File: src/rtl/gyro_offset_calibrate_and_correct_macros.svh
// ----------------------------------------------------------------------------
// Assertion macros for the gyro offset calibration block
// Shorthand for clocked properties on clk, disabled during reset.
// ----------------------------------------------------------------------------
`ifndef GYRO_OFFSET_CALIBRATE_AND_CORRECT_MACROS_SVH
`define GYRO_OFFSET_CALIBRATE_AND_CORRECT_MACROS_SVH

// Same-cycle implication.
`define GOC_ASSERT_NOW(label, ante, cons, msg) \
	label: assert property (@(posedge clk) disable iff (!arst_n) (ante) |-> (cons)) \
		else $error(msg);

// Next-cycle implication.
`define GOC_ASSERT_NEXT(label, ante, cons, msg) \
	label: assert property (@(posedge clk) disable iff (!arst_n) (ante) |=> (cons)) \
		else $error(msg);

`endif

File: src/rtl/goc_pkg.sv
// ----------------------------------------------------------------------------
// goc_pkg
// Shared widths, codes, control types and saturation for gyro offset
// calibration and correction.
// ----------------------------------------------------------------------------
package goc_pkg;

	// Number of samples averaged per calibration; must be a power of two.
	localparam int CAL_SAMPLES = 128;
	// Gyro axes that take part in calibration (1 to 3).
	localparam int AXES        = 3;

	localparam int DATA_W    = 16;
	localparam int CAL_SHIFT = $clog2(CAL_SAMPLES);
	localparam int CAL_HALF  = CAL_SAMPLES / 2;
	localparam int SUM_W     = DATA_W + CAL_SHIFT;
	localparam int Q_W       = SUM_W + 1 - CAL_SHIFT;
	localparam int WIDE_W    = Q_W + 1;
	localparam int CNT_W     = $clog2(CAL_SAMPLES + 1);

	typedef enum logic {
		REQ_SAMPLE = 1'b0,
		REQ_START  = 1'b1
	} req_t;

	typedef enum logic [2:0] {
		ST_UPDATED     = 3'd0,
		ST_READ_FAIL   = 3'd1,
		ST_CALIBRATING = 3'd2,
		ST_CAL_DONE    = 3'd3,
		ST_CAL_ABORTED = 3'd4
	} status_t;

	typedef struct packed {
		logic clr;
		logic acc;
		logic fin;
	} axis_ctl_t;

	// Clamp a wide signed value to the 16-bit range.
	function automatic logic signed [DATA_W-1:0] sat16(input logic signed [WIDE_W-1:0] v);
		logic pos_ovf;
		logic neg_ovf;
		pos_ovf = !v[WIDE_W-1] && (|v[WIDE_W-2:DATA_W-1]);
		neg_ovf = v[WIDE_W-1] && !(&v[WIDE_W-2:DATA_W-1]);
		if (pos_ovf) begin
			sat16 = {1'b0, {(DATA_W-1){1'b1}}};
		end else if (neg_ovf) begin
			sat16 = {1'b1, {(DATA_W-1){1'b0}}};
		end else begin
			sat16 = v[DATA_W-1:0];
		end
	endfunction

endpackage

File: src/rtl/gyro_offset_calibrate_and_correct.sv
// ----------------------------------------------------------------------------
// gyro_offset_calibrate_and_correct
// Gyro zero-rate offset calibration and correction for a six-axis sample stream.
// ----------------------------------------------------------------------------
// Usage:
//   Input channel (in_valid / in_stall) carries one request: a sensor sample
//   (req_type = 0) with read_ok and six raw counts, or a start-calibration
//   request (req_type = 1). Output channel (out_valid / out_stall) returns
//   exactly one result per request: six held/corrected counts and a status.
//   The request enters the input register when it is accepted and its result
//   is then loaded into the result register, where out_valid rises.
//   Throughput is one request per cycle while out_stall is low; the
//   offset arithmetic (add, round, shift, saturate) completes within the
//   result stage.
//   After a start request the next CAL_SAMPLES good samples are summed; the
//   last one loads the offsets. A failed read during calibration aborts it.
//   Reset clears offsets, sums, sample count and held outputs to zero and
//   empties both stages. While a result is held and out_stall is high, the
//   result register holds; the input register still takes a request if it
//   is empty, then in_stall rises until the result is taken.
// ----------------------------------------------------------------------------
`include "gyro_offset_calibrate_and_correct_macros.svh"

module gyro_offset_calibrate_and_correct (
	input  logic                              clk,
	input  logic                              arst_n,
	input  logic                              in_valid,
	output logic                              in_stall,
	input  logic                              req_type,
	input  logic                              read_ok,
	input  logic signed [goc_pkg::DATA_W-1:0] gyro_x_raw,
	input  logic signed [goc_pkg::DATA_W-1:0] gyro_y_raw,
	input  logic signed [goc_pkg::DATA_W-1:0] gyro_z_raw,
	input  logic signed [goc_pkg::DATA_W-1:0] accel_x_raw,
	input  logic signed [goc_pkg::DATA_W-1:0] accel_y_raw,
	input  logic signed [goc_pkg::DATA_W-1:0] accel_z_raw,
	output logic                              out_valid,
	input  logic                              out_stall,
	output logic signed [goc_pkg::DATA_W-1:0] gyro_x_out,
	output logic signed [goc_pkg::DATA_W-1:0] gyro_y_out,
	output logic signed [goc_pkg::DATA_W-1:0] gyro_z_out,
	output logic signed [goc_pkg::DATA_W-1:0] accel_x_out,
	output logic signed [goc_pkg::DATA_W-1:0] accel_y_out,
	output logic signed [goc_pkg::DATA_W-1:0] accel_z_out,
	output logic [2:0]                        status
);

	localparam logic [goc_pkg::CNT_W-1:0] CNT_LAST = goc_pkg::CNT_W'(goc_pkg::CAL_SAMPLES - 1);

	// input stage
	logic                              valid_s1;
	goc_pkg::req_t                     req_s1;
	logic                              ok_s1;
	logic signed [goc_pkg::DATA_W-1:0] gyro_s1  [3];
	logic signed [goc_pkg::DATA_W-1:0] accel_s1 [3];

	// result stage and calibration state
	logic                              out_valid_q;
	goc_pkg::status_t                  status_q;
	logic signed [goc_pkg::DATA_W-1:0] gyro_q  [3];
	logic signed [goc_pkg::DATA_W-1:0] accel_q [3];
	logic                              cal_q;
	logic [goc_pkg::CNT_W-1:0]         count_q;

	logic                              out_free;
	logic                              adv;
	logic                              load_in;
	goc_pkg::axis_ctl_t                ctl;
	goc_pkg::status_t                  status_nx;
	logic                              cal_nx;
	logic [goc_pkg::CNT_W-1:0]         count_nx;
	logic                              upd_out;
	logic signed [goc_pkg::DATA_W-1:0] corr [3];

	assign out_free = !out_valid_q || !out_stall;
	assign adv      = valid_s1 && out_free;
	assign in_stall = valid_s1 && !out_free;
	assign load_in  = in_valid && !in_stall;

	always_ff @(posedge clk or negedge arst_n) begin
		if (!arst_n) begin
			valid_s1 <= 1'b0;
		end else if (!in_stall) begin
			valid_s1 <= in_valid;
		end
	end

	always_ff @(posedge clk) begin
		if (load_in) begin
			req_s1      <= goc_pkg::req_t'(req_type);
			ok_s1       <= read_ok;
			gyro_s1[0]  <= gyro_x_raw;
			gyro_s1[1]  <= gyro_y_raw;
			gyro_s1[2]  <= gyro_z_raw;
			accel_s1[0] <= accel_x_raw;
			accel_s1[1] <= accel_y_raw;
			accel_s1[2] <= accel_z_raw;
		end
	end

	// request decode against the calibration state
	always_comb begin
		ctl       = '0;
		status_nx = goc_pkg::ST_UPDATED;
		cal_nx    = cal_q;
		count_nx  = count_q;
		upd_out   = 1'b0;
		priority if (req_s1 == goc_pkg::REQ_START) begin
			ctl.clr   = 1'b1;
			cal_nx    = 1'b1;
			count_nx  = '0;
			status_nx = goc_pkg::ST_CALIBRATING;
		end else if (cal_q && !ok_s1) begin
			ctl.clr   = 1'b1;
			cal_nx    = 1'b0;
			count_nx  = '0;
			status_nx = goc_pkg::ST_CAL_ABORTED;
		end else if (cal_q) begin
			ctl.acc = 1'b1;
			if (count_q == CNT_LAST) begin
				ctl.fin   = 1'b1;
				cal_nx    = 1'b0;
				count_nx  = '0;
				status_nx = goc_pkg::ST_CAL_DONE;
			end else begin
				count_nx  = count_q + 1'b1;
				status_nx = goc_pkg::ST_CALIBRATING;
			end
		end else if (!ok_s1) begin
			status_nx = goc_pkg::ST_READ_FAIL;
		end else begin
			upd_out   = 1'b1;
			status_nx = goc_pkg::ST_UPDATED;
		end
	end

	for (genvar i = 0; i < 3; i++) begin : g_axis
		goc_pkg::axis_ctl_t ctl_ax;

		// axes beyond AXES never calibrate and keep a zero offset
		always_comb begin
			ctl_ax     = '0;
			ctl_ax.clr = adv && ctl.clr;
			if (i < goc_pkg::AXES) begin
				ctl_ax.acc = adv && ctl.acc;
				ctl_ax.fin = adv && ctl.fin;
			end
		end

		goc_axis u_axis (
			.clk    (clk),
			.arst_n (arst_n),
			.ctl    (ctl_ax),
			.raw    (gyro_s1[i]),
			.corr   (corr[i])
		);
	end

	always_ff @(posedge clk or negedge arst_n) begin
		if (!arst_n) begin
			out_valid_q <= 1'b0;
			status_q    <= goc_pkg::ST_UPDATED;
			cal_q       <= 1'b0;
			count_q     <= '0;
			gyro_q      <= '{default: '0};
			accel_q     <= '{default: '0};
		end else if (out_free) begin
			out_valid_q <= valid_s1;
			if (valid_s1) begin
				status_q <= status_nx;
				cal_q    <= cal_nx;
				count_q  <= count_nx;
				if (upd_out) begin
					gyro_q  <= corr;
					accel_q <= accel_s1;
				end
			end
		end
	end

	assign out_valid   = out_valid_q;
	assign gyro_x_out  = gyro_q[0];
	assign gyro_y_out  = gyro_q[1];
	assign gyro_z_out  = gyro_q[2];
	assign accel_x_out = accel_q[0];
	assign accel_y_out = accel_q[1];
	assign accel_z_out = accel_q[2];
	assign status      = status_q;

	`GOC_ASSERT_NOW(a_cnt_idle, !cal_q, count_q == '0, "sample count nonzero outside calibration")
	`GOC_ASSERT_NOW(a_status_cal, status_q == goc_pkg::ST_CALIBRATING, cal_q,
		"calibrating status without calibration")
	`GOC_ASSERT_NOW(a_status_end,
		status_q == goc_pkg::ST_CAL_DONE || status_q == goc_pkg::ST_CAL_ABORTED, !cal_q,
		"calibration still running after done or abort")
	`GOC_ASSERT_NEXT(a_start_cal, adv && req_s1 == goc_pkg::REQ_START,
		cal_q && out_valid_q && count_q == '0, "start request did not open calibration")

endmodule

File: src/rtl/goc_axis.sv
// ----------------------------------------------------------------------------
// goc_axis
// One gyro axis: calibration sum, rounded offset and saturated correction.
// ----------------------------------------------------------------------------
module goc_axis (
	input  logic                                 clk,
	input  logic                                 arst_n,
	input  goc_pkg::axis_ctl_t                   ctl,
	input  logic signed [goc_pkg::DATA_W-1:0]    raw,
	output logic signed [goc_pkg::DATA_W-1:0]    corr
);

	logic signed [goc_pkg::SUM_W-1:0]  sum_q;
	logic signed [goc_pkg::DATA_W-1:0] off_q;
	logic signed [goc_pkg::SUM_W-1:0]  sum_nx;
	logic                              neg;
	logic        [goc_pkg::SUM_W-1:0]  mag;
	logic        [goc_pkg::SUM_W:0]    rnd;
	logic        [goc_pkg::Q_W-1:0]    q;
	logic signed [goc_pkg::WIDE_W-1:0] q_ext;
	logic signed [goc_pkg::WIDE_W-1:0] off_wide;
	logic signed [goc_pkg::DATA_W-1:0] off_nx;

	assign sum_nx = sum_q + goc_pkg::SUM_W'(raw);
	assign neg    = sum_nx[goc_pkg::SUM_W-1];
	assign mag    = neg ? goc_pkg::SUM_W'(-sum_nx) : goc_pkg::SUM_W'(sum_nx);
	// round half away from zero on the magnitude, then shift
	assign rnd    = {1'b0, mag} + (goc_pkg::SUM_W + 1)'(goc_pkg::CAL_HALF);
	assign q      = rnd[goc_pkg::SUM_W:goc_pkg::CAL_SHIFT];
	assign q_ext  = $signed({1'b0, q});
	// offset is minus the average
	assign off_wide = neg ? q_ext : -q_ext;
	assign off_nx   = goc_pkg::sat16(off_wide);

	assign corr = goc_pkg::sat16(goc_pkg::WIDE_W'(raw) + goc_pkg::WIDE_W'(off_q));

	always_ff @(posedge clk or negedge arst_n) begin
		if (!arst_n) begin
			sum_q <= '0;
			off_q <= '0;
		end else if (ctl.clr) begin
			sum_q <= '0;
			off_q <= '0;
		end else if (ctl.acc) begin
			sum_q <= sum_nx;
			if (ctl.fin) begin
				off_q <= off_nx;
			end
		end
	end

endmodule

File: config.mk
export PLATFORM = sky130hd
export DESIGN_NAME = gyro_offset_calibrate_and_correct
export DESIGN_NICKNAME = d
export VERILOG_FILES = /design/src/rtl/goc_pkg.sv /design/src/rtl/gyro_offset_calibrate_and_correct.sv /design/src/rtl/goc_axis.sv
export VERILOG_INCLUDE_DIRS = /design/src /design/src/rtl
export SDC_FILE = /design/constraint.sdc
export NUM_CORES = 1
export LEC_CHECK = 0
export BUFFER_PORTS_ARGS = -buffer_cell sky130_fd_sc_hd__clkbuf_2
export CAP_MARGIN = 20
export CORE_MARGIN = 10
export CORE_UTILIZATION = 30
export CTS_CLUSTER_SIZE = 24
export DETAILED_ROUTE_END_ITERATION = 7
export GPL_TIMING_DRIVEN = 0
export SLEW_MARGIN = 0
export SYNTH_ARGS = -nofsm -noshare
export SYNTH_HDL_FRONTEND = slang
export SYNTH_SLANG_ARGS = --single-unit
File: constraint.sdc
create_clock -name clk -period 6.41 [get_ports clk]
set_input_delay 0 -clock clk [delete_from_list [all_inputs] [get_ports clk]]
set_output_delay 0 -clock clk [all_outputs]
set_load 0.02 [all_outputs]
* Yosys cells after proc, flatten, opt, wreduce, memory -nomap -nowiden
Memory sizes are Yosys's and may differ from the RTL's.
Index checks and enable logic that the tools add are counted.
Widths: inputs -> output; s select.
** Storage, ports and cells
- Output and inout bits :: 101
- Logic and storage cells :: 154
- Memories kept :: 1
- RAM bits :: 48
- Bits in registers :: 277
** Cells by class
- Reduce and logical (&&, ||, !) cells :: 56
- Equal/unequal tests :: 1
- Multiplexer cells :: 58
- Add/subtract/negate cells :: 16
** Memories
- gyro_s1 :: depth 3, bits a word 16, read ports 3, clocked after memory_dff 0, write ports 3, line gyro_offset_calibrate_and_correct.sv:54 : logic signed [goc_pkg::DATA_W-1:0] gyro_s1 [3];
** Operators with widths (number)
- $mux 16 :: 21
- $mux 23 :: 9
- $add 23x7->24 const B :: 3
- $add 23x16->23 :: 3
- $neg 23->23 :: 3
- $mux 18 :: 3
- $neg 17->18 :: 3
- $add 16x16->17 :: 3
- $mux 8 :: 4
- $logic_and 1x1->1 :: 19
- $logic_not 1->1 :: 17
- $reduce_and 2->1 :: 8
- $mux 1 :: 15
- $reduce_or 2->1 :: 6
- $mux 3 :: 3
- $add 8x1->8 const B :: 1
- $eq 8x7->1 const B :: 1
- $mux 2 :: 3
- $reduce_and 3->1 :: 2
- $reduce_bool 2->1 :: 2
- $reduce_bool 3->1 :: 1
- $logic_or 1x1->1 :: 1

* Logic depth before layout (Yosys ltp)
An unclocked memory read counts as a cell.
- Depth after elaboration :: 15
- Mapped depth :: 27
- Depth with buffers taken out :: 24

* Cells and area by module
Synthesis repeated with hierarchy kept, for this count alone.
** Second synthesis, totals
- Cells, all modules :: 2340
- Area total of the unflattened synthesis :: 22754.3 µm²
** Modules (own cells, without submodules)
- gyro_offset_calibrate_and_correct :: seq. area each 5695.5 µm², times used 1, area each 7238.2 µm², cells each 381
- goc_axis (g_axis[0].u_axis) :: seq. area each 975.9 µm², times used 1, area each 5218.8 µm², cells each 663
- goc_axis (g_axis[1].u_axis) :: seq. area each 975.9 µm², times used 1, area each 5217.5 µm², cells each 672
- goc_axis (g_axis[2].u_axis) :: seq. area each 975.9 µm², times used 1, area each 5079.9 µm², cells each 624

* Least setup slack after synthesis
Ideal clock, no wire load.
- Kind :: register to register
- Start :: memory gyro_s1[0][15] in the netlist's numbering
- End :: register g_axis[0].u_axis.off_q[10] in the netlist's numbering
- Arrival :: 6.070 ns
- Buffers on the path :: 3
- Slack :: 0.213 ns
- Cell stages (with the launch flop) :: 24
- Required time :: 6.284 ns
- Library setup time :: 0.126 ns
- Path through :: edfxtp_1 ha_1 inv_1 o21ai_0 a21o_1 a221oi_1 nand3_1 nand2_1 clkbuf_1 clkbuf_1 o21ai_0 xnor2_1 ha_1 inv_1 a2111oi_1 nor2_1 o41ai_2 a211oi_1 a211o_1 or4b_1 o21ai_1 a31oi_1 buf_2 a221o_1
** RTL lines
- from (decl) :: line gyro_offset_calibrate_and_correct.sv:54
- to (signal assigned) :: line goc_axis.sv:47 : off_q <= off_nx;
- to (decl) :: line goc_axis.sv:14 : logic signed [goc_pkg::DATA_W-1:0] off_q;

==> impl_metrics.xml <==
<?xml version="1.0" encoding="UTF-8"?>
<metrics>
  <group name="placed_design">
    <metric name="post-place-cells" unit="">3668</metric>
    <metric name="detailedPlacementHpwl" unit="um">57720</metric>
    <metric name="io_buffers" unit="">202</metric>
    <metric name="gpl.final_weighted_congestion" unit="">0.9199</metric>
    <metric name="placed_area" unit="um^2">24830</metric>
    <metric name="detailedPlace.worstSlack" unit="ps">-2460</metric>
  </group>
  <group name="logic_synthesis">
    <metric name="postSynthNetCount" unit="">2719</metric>
    <metric name="synth_area_per_cell" unit="um^2">9.016</metric>
    <metric name="synth.yosys.seq_area_share" unit="%">38.41</metric>
    <metric name="post_synth_arst_share" unit="%">69.85</metric>
    <metric name="post_synth_main_area_contributors" unit="">sky130_fd_sc_hd__dfrtp_1 25%, sky130_fd_sc_hd__edfxtp_1 13%, sky130_fd_sc_hd__ha_1 6.7%</metric>
    <metric name="count_of_different_cell_masters_after_synthesis" unit="">101</metric>
    <metric name="synth.largest_area_cell" unit="">sky130_fd_sc_hd__dfrtp_1</metric>
    <metric name="synth_largest_type_area_fraction" unit="%">25.30</metric>
    <metric name="synthesis.instances" unit="">2490</metric>
    <metric name="ys_ff_latch" unit="">325</metric>
    <metric name="ys_warns" unit="">0</metric>
    <metric name="synth_area" unit="um^2">22450</metric>
    <metric name="count_of_flip_flops_with_a_built_in_enable_after_synthesis" unit="">98</metric>
    <metric name="postSynth.topFlopCell" unit="">sky130_fd_sc_hd__dfrtp_1</metric>
  </group>
  <group name="detailed_routing">
    <metric name="met3_wirelength" unit="um">5114</metric>
    <metric name="top_signal_layer_used" unit="">met5</metric>
    <metric name="antenna_left" unit="">0</metric>
    <metric name="finalWirelength" unit="um">76240</metric>
    <metric name="first_iter_violations" unit="">1537</metric>
    <metric name="vias" unit="">20816</metric>
    <metric name="post_route_drc_violation_count" unit="">0</metric>
    <metric name="drtPass1Iterations" unit="">5</metric>
    <metric name="route.layer.met1.wl" unit="um">35360</metric>
    <metric name="avgRoutedWirePerCell" unit="um">19.68</metric>
    <metric name="post_drt_via_cell_ratio" unit="">5.375</metric>
    <metric name="met2_length" unit="um">34050</metric>
  </group>
  <group name="layout">
    <metric name="finalNetCount" unit="">3101</metric>
    <metric name="stdcell_area" unit="um^2">27960</metric>
    <metric name="fill_cells" unit="">7533</metric>
    <metric name="flow.area_growth_from_synthesis" unit="%">24.56</metric>
    <metric name="finalNonFillerCells" unit="">3873</metric>
    <metric name="antenna_cells" unit="">0</metric>
    <metric name="final_layout_size_suffix_gt1_share" unit="%">15.70</metric>
  </group>
  <group name="power_and_ir_drop">
    <metric name="power.leakage" unit="nW">12.16</metric>
    <metric name="power.density" unit="nW/um^2">345.4</metric>
    <metric name="vdd_drop_max" unit="mV">0.1965</metric>
    <metric name="p_total" unit="mW">9.658</metric>
  </group>
  <group name="job">
    <metric name="cap_viol_max_count" unit="">0</metric>
  </group>
  <group name="grt">
    <metric name="grt_pass1_wl" unit="um">117900</metric>
    <metric name="maximum_number_of_pins_on_one_net_before_global_route_repair" unit="">100</metric>
    <metric name="grtUsageTotal" unit="%">17.10</metric>
    <metric name="grt_pass1_vias" unit="">20085</metric>
    <metric name="antenna_violations_before_repair" unit="">2</metric>
    <metric name="globalRoute.totalOverflow" unit="">0</metric>
  </group>
  <group name="sta">
    <metric name="clock_skew" unit="ps">16.29</metric>
    <metric name="max_slew_margin" unit="%">16.21</metric>
    <metric name="final_critical_path_setup_slack" unit="ps">278.0</metric>
    <metric name="setup_viol" unit="">0</metric>
    <metric name="timing_max_transition_violations_final" unit="">0</metric>
    <metric name="worst_pin_slew" unit="ps">1252</metric>
    <metric name="hold_viol" unit="">8</metric>
    <metric name="rsz0062_at_grt" unit="">no</metric>
    <metric name="max_clock_freq" unit="MHz">163.1</metric>
    <metric name="hold_slack" unit="ps">-17.74</metric>
    <metric name="min_period" unit="ps">6132</metric>
    <metric name="period_utilization" unit="%">95.66</metric>
    <metric name="setup_total_negative_slack" unit="ps">0</metric>
  </group>
  <group name="clocking">
    <metric name="cts_tree" unit="">yes</metric>
    <metric name="clk_latency" unit="ps">580</metric>
    <metric name="cts_inserted_buffers" unit="">40</metric>
    <metric name="clk_transition_reported_paths" unit="ps">60</metric>
    <metric name="max-clock-path-buffers" unit="">3</metric>
    <metric name="clockRootBuffer" unit="">sky130_fd_sc_hd__clkbuf_16</metric>
    <metric name="clock-sinks" unit="">325</metric>
    <metric name="depth_of_the_cts_h_tree" unit="">2</metric>
  </group>
  <group name="critical_path">
    <metric name="worst-endpoint-required" unit="ps">6870</metric>
    <metric name="classification_of_the_worst_setup_path" unit="">register to register</metric>
    <metric name="worstPathArrival" unit="ps">6590</metric>
    <metric name="worst-path-max-fanout" unit="">10</metric>
    <metric name="worst_setup_path_start_kind" unit="">register</metric>
    <metric name="worst_setup_path_end_kind" unit="">register</metric>
  </group>
  <group name="die">
    <metric name="die_area" unit="um^2">86180</metric>
    <metric name="die_width" unit="um">293.6</metric>
    <metric name="rows" unit="">100</metric>
    <metric name="core_box_area" unit="um^2">74320</metric>
    <metric name="initial_core_util" unit="%">30.21</metric>
    <metric name="die_height" unit="um">293.6</metric>
    <metric name="top_ports" unit="">203</metric>
  </group>
  <group name="status">
    <metric name="run_status" unit="">finished with violations</metric>
    <metric name="violated_checks" unit="">negative hold slack</metric>
  </group>
  <group name="worst_hold_path">
    <metric name="hold_path_class" unit="">input port to asynchronous set/reset pin</metric>
  </group>
</metrics>
timing repair:
item,CTS,global route
hold buffers,102,0
buffers inserted,13,29
gates cloned,0,2
endpoints found under the hold margin,229,0
gates resized for setup,75,46
setup endpoints to repair,48,47
pin swaps,8,26
kinds of logic after synthesis:
family	count (synthesis)	share of synthesized area [%]
simple gates	886	19.14
compound gates	761	24.10
flops	325	38.41
mux	13	0.6019
buf+inv	200	3.489
xor+xnor	178	6.978
fa+ha+maj	127	7.279
sequential cells by signal, indices dropped and copies added (netlist names), 48 cells and up:
signal	flops
accel_s1	48
g_axis.u_axis.off_q	48
g_axis.u_axis.sum_q	69
gyro_s1	48
through the flow:
step           utilization (%)  hold WS (ps)
6_report                 37.62        -17.74
5_1_grt                  37.62         52.06
4_1_cts                  37.14         7.195
3_5_place_dp             33.40         62.31
3_3_place_gp             33.20         177.3
2_1_floorplan                -        -295.6
layout make-up:
cell class / instances / area (um^2) / share of cell area, %
Multi-Input combinational cell: 1965 / 13420 / 47.99
Sequential cell: 325 / 8623 / 30.84
Timing Repair Buffer: 355 / 2532 / 9.056
Tap cell: 969 / 1212 / 4.336
Clock buffer: 49 / 1066 / 3.812
Buffer: 103 / 486.7 / 1.741
Clock inverter: 25 / 314.1 / 1.123
Inverter: 82 / 307.8 / 1.101
synth_stat cells (8+ instances only):
cell / instances
sky130_fd_sc_hd__nand2_1: 359
sky130_fd_sc_hd__dfrtp_1: 227
sky130_fd_sc_hd__nor2_1: 171
sky130_fd_sc_hd__o21ai_0: 147
sky130_fd_sc_hd__a21oi_1: 132
sky130_fd_sc_hd__xnor2_1: 122
sky130_fd_sc_hd__ha_1: 121
sky130_fd_sc_hd__edfxtp_1: 98
sky130_fd_sc_hd__clkbuf_1: 97
sky130_fd_sc_hd__inv_1: 82
sky130_fd_sc_hd__nand3_1: 56
sky130_fd_sc_hd__nor3_1: 56
sky130_fd_sc_hd__xor2_1: 55
sky130_fd_sc_hd__a21o_1: 46
sky130_fd_sc_hd__a211oi_1: 43
sky130_fd_sc_hd__a22o_1: 39
sky130_fd_sc_hd__a31oi_1: 37
sky130_fd_sc_hd__and2_1: 34
sky130_fd_sc_hd__nand4_1: 32
sky130_fd_sc_hd__a221o_1: 31
sky130_fd_sc_hd__o211ai_1: 26
sky130_fd_sc_hd__or3_1: 26
sky130_fd_sc_hd__o22ai_1: 25
sky130_fd_sc_hd__a211o_1: 20
sky130_fd_sc_hd__and3_1: 20
sky130_fd_sc_hd__o21a_1: 18
sky130_fd_sc_hd__a21boi_0: 17
sky130_fd_sc_hd__and4_1: 17
sky130_fd_sc_hd__nand2b_1: 17
sky130_fd_sc_hd__nor4_1: 15
sky130_fd_sc_hd__o31ai_1: 15
sky130_fd_sc_hd__nor2b_1: 14
sky130_fd_sc_hd__or2_2: 13
sky130_fd_sc_hd__a22oi_1: 11
sky130_fd_sc_hd__buf_2: 11
sky130_fd_sc_hd__o21ai_1: 11
sky130_fd_sc_hd__o21bai_1: 11
sky130_fd_sc_hd__o2111ai_1: 10
sky130_fd_sc_hd__o211ai_2: 10
sky130_fd_sc_hd__mux2i_1: 9
sky130_fd_sc_hd__o32ai_1: 9
sky130_fd_sc_hd__or4_1: 9
sky130_fd_sc_hd__nor3b_1: 8
critical path: stages, from the launching register on:
cell and delay [ps]:
sky130_fd_sc_hd__edfxtp_1 370, sky130_fd_sc_hd__ha_1 180, sky130_fd_sc_hd__inv_1 60, sky130_fd_sc_hd__fa_1 390, sky130_fd_sc_hd__xnor2_1 160, sky130_fd_sc_hd__or3b_2 440
sky130_fd_sc_hd__or4_1 660, sky130_fd_sc_hd__clkbuf_2 270, sky130_fd_sc_hd__o21ai_1 190, sky130_fd_sc_hd__xnor2_1 140, sky130_fd_sc_hd__ha_2 250, sky130_fd_sc_hd__inv_1 110
sky130_fd_sc_hd__a2111oi_4 370, sky130_fd_sc_hd__nor2_1 150, sky130_fd_sc_hd__o41ai_2 370, sky130_fd_sc_hd__a211oi_1 90, sky130_fd_sc_hd__a211o_1 350, sky130_fd_sc_hd__or4b_4 580
sky130_fd_sc_hd__o21ai_2 180, sky130_fd_sc_hd__a31oi_4 180, sky130_fd_sc_hd__buf_4 230, sky130_fd_sc_hd__a221o_1 300
cell usage in the layout, fill, tap and decap left out, types with 13 or more instances in the layout:
cell type / Yosys / layout
sky130_fd_sc_hd__a211o_1: 20 / 20
sky130_fd_sc_hd__a211oi_1: 43 / 43
sky130_fd_sc_hd__a21boi_0: 17 / 17
sky130_fd_sc_hd__a21o_1: 46 / 46
sky130_fd_sc_hd__a21oi_1: 132 / 127
sky130_fd_sc_hd__a221o_1: 31 / 31
sky130_fd_sc_hd__a22o_1: 39 / 39
sky130_fd_sc_hd__a31oi_1: 37 / 36
sky130_fd_sc_hd__and2_1: 34 / 33
sky130_fd_sc_hd__and3_1: 20 / 20
sky130_fd_sc_hd__and4_1: 17 / 17
sky130_fd_sc_hd__buf_4: 2 / 48
sky130_fd_sc_hd__clkbuf_1: 97 / 80
sky130_fd_sc_hd__clkbuf_16: 0 / 42
sky130_fd_sc_hd__clkbuf_2: 0 / 203
sky130_fd_sc_hd__dfrtp_1: 227 / 227
sky130_fd_sc_hd__dlygate4sd3_1: 0 / 102
sky130_fd_sc_hd__edfxtp_1: 98 / 98
sky130_fd_sc_hd__ha_1: 121 / 113
sky130_fd_sc_hd__inv_1: 82 / 82
sky130_fd_sc_hd__nand2_1: 359 / 357
sky130_fd_sc_hd__nand2b_1: 17 / 17
sky130_fd_sc_hd__nand3_1: 56 / 54
sky130_fd_sc_hd__nand4_1: 32 / 32
sky130_fd_sc_hd__nor2_1: 171 / 170
sky130_fd_sc_hd__nor3_1: 56 / 53
sky130_fd_sc_hd__nor4_1: 15 / 13
sky130_fd_sc_hd__o211ai_1: 26 / 26
sky130_fd_sc_hd__o21a_1: 18 / 18
sky130_fd_sc_hd__o21ai_0: 147 / 143
sky130_fd_sc_hd__o22ai_1: 25 / 25
sky130_fd_sc_hd__o31ai_1: 15 / 14
sky130_fd_sc_hd__or2_2: 13 / 13
sky130_fd_sc_hd__or3_1: 26 / 26
sky130_fd_sc_hd__xnor2_1: 122 / 122
sky130_fd_sc_hd__xor2_1: 55 / 55
power by group:
part / internal, mW / leakage (nW) / total [mW] / switching, mW
clock network: 1.44 / 0.671 / 2.42 / 0.976
registers: 2.49 / 3.89 / 2.69 / 0.208
logic: 1.66 / 7.60 / 4.55 / 2.89
total: 5.58 / 12.2 / 9.66 / 4.07
per-layer routing:
metal / vias up / GRT usage [%]
met2: 629 / 26.91
met4: 2 / 4.241
met5: - / 0
met1: 10020 / 23.86
li1: 10073 / -
met3: 92 / 3.072
final timing paths:
check | slack (ps) | from | cells past startpoint | end
worst max-delay path | 280 | gyro_s1[0][0] | 21 | g_axis[0].u_axis.off_q[4]
worst min-delay path | -20 | arst_n | 2 | gyro_x_out[1]
worst max register to register | 280 | gyro_s1[0][0] | 21 | g_axis[0].u_axis.off_q[4]
worst min register to register | 430 | accel_s1[34] | 2 | accel_x_out[2]
max in group asynchronous | 5110 | arst_n | 4 | gyro_z_out[8]
min in group clk | 130 | gyro_y_raw[0] | 2 | gyro_s1[0][16]
Power figures use the tool's default switching activity.
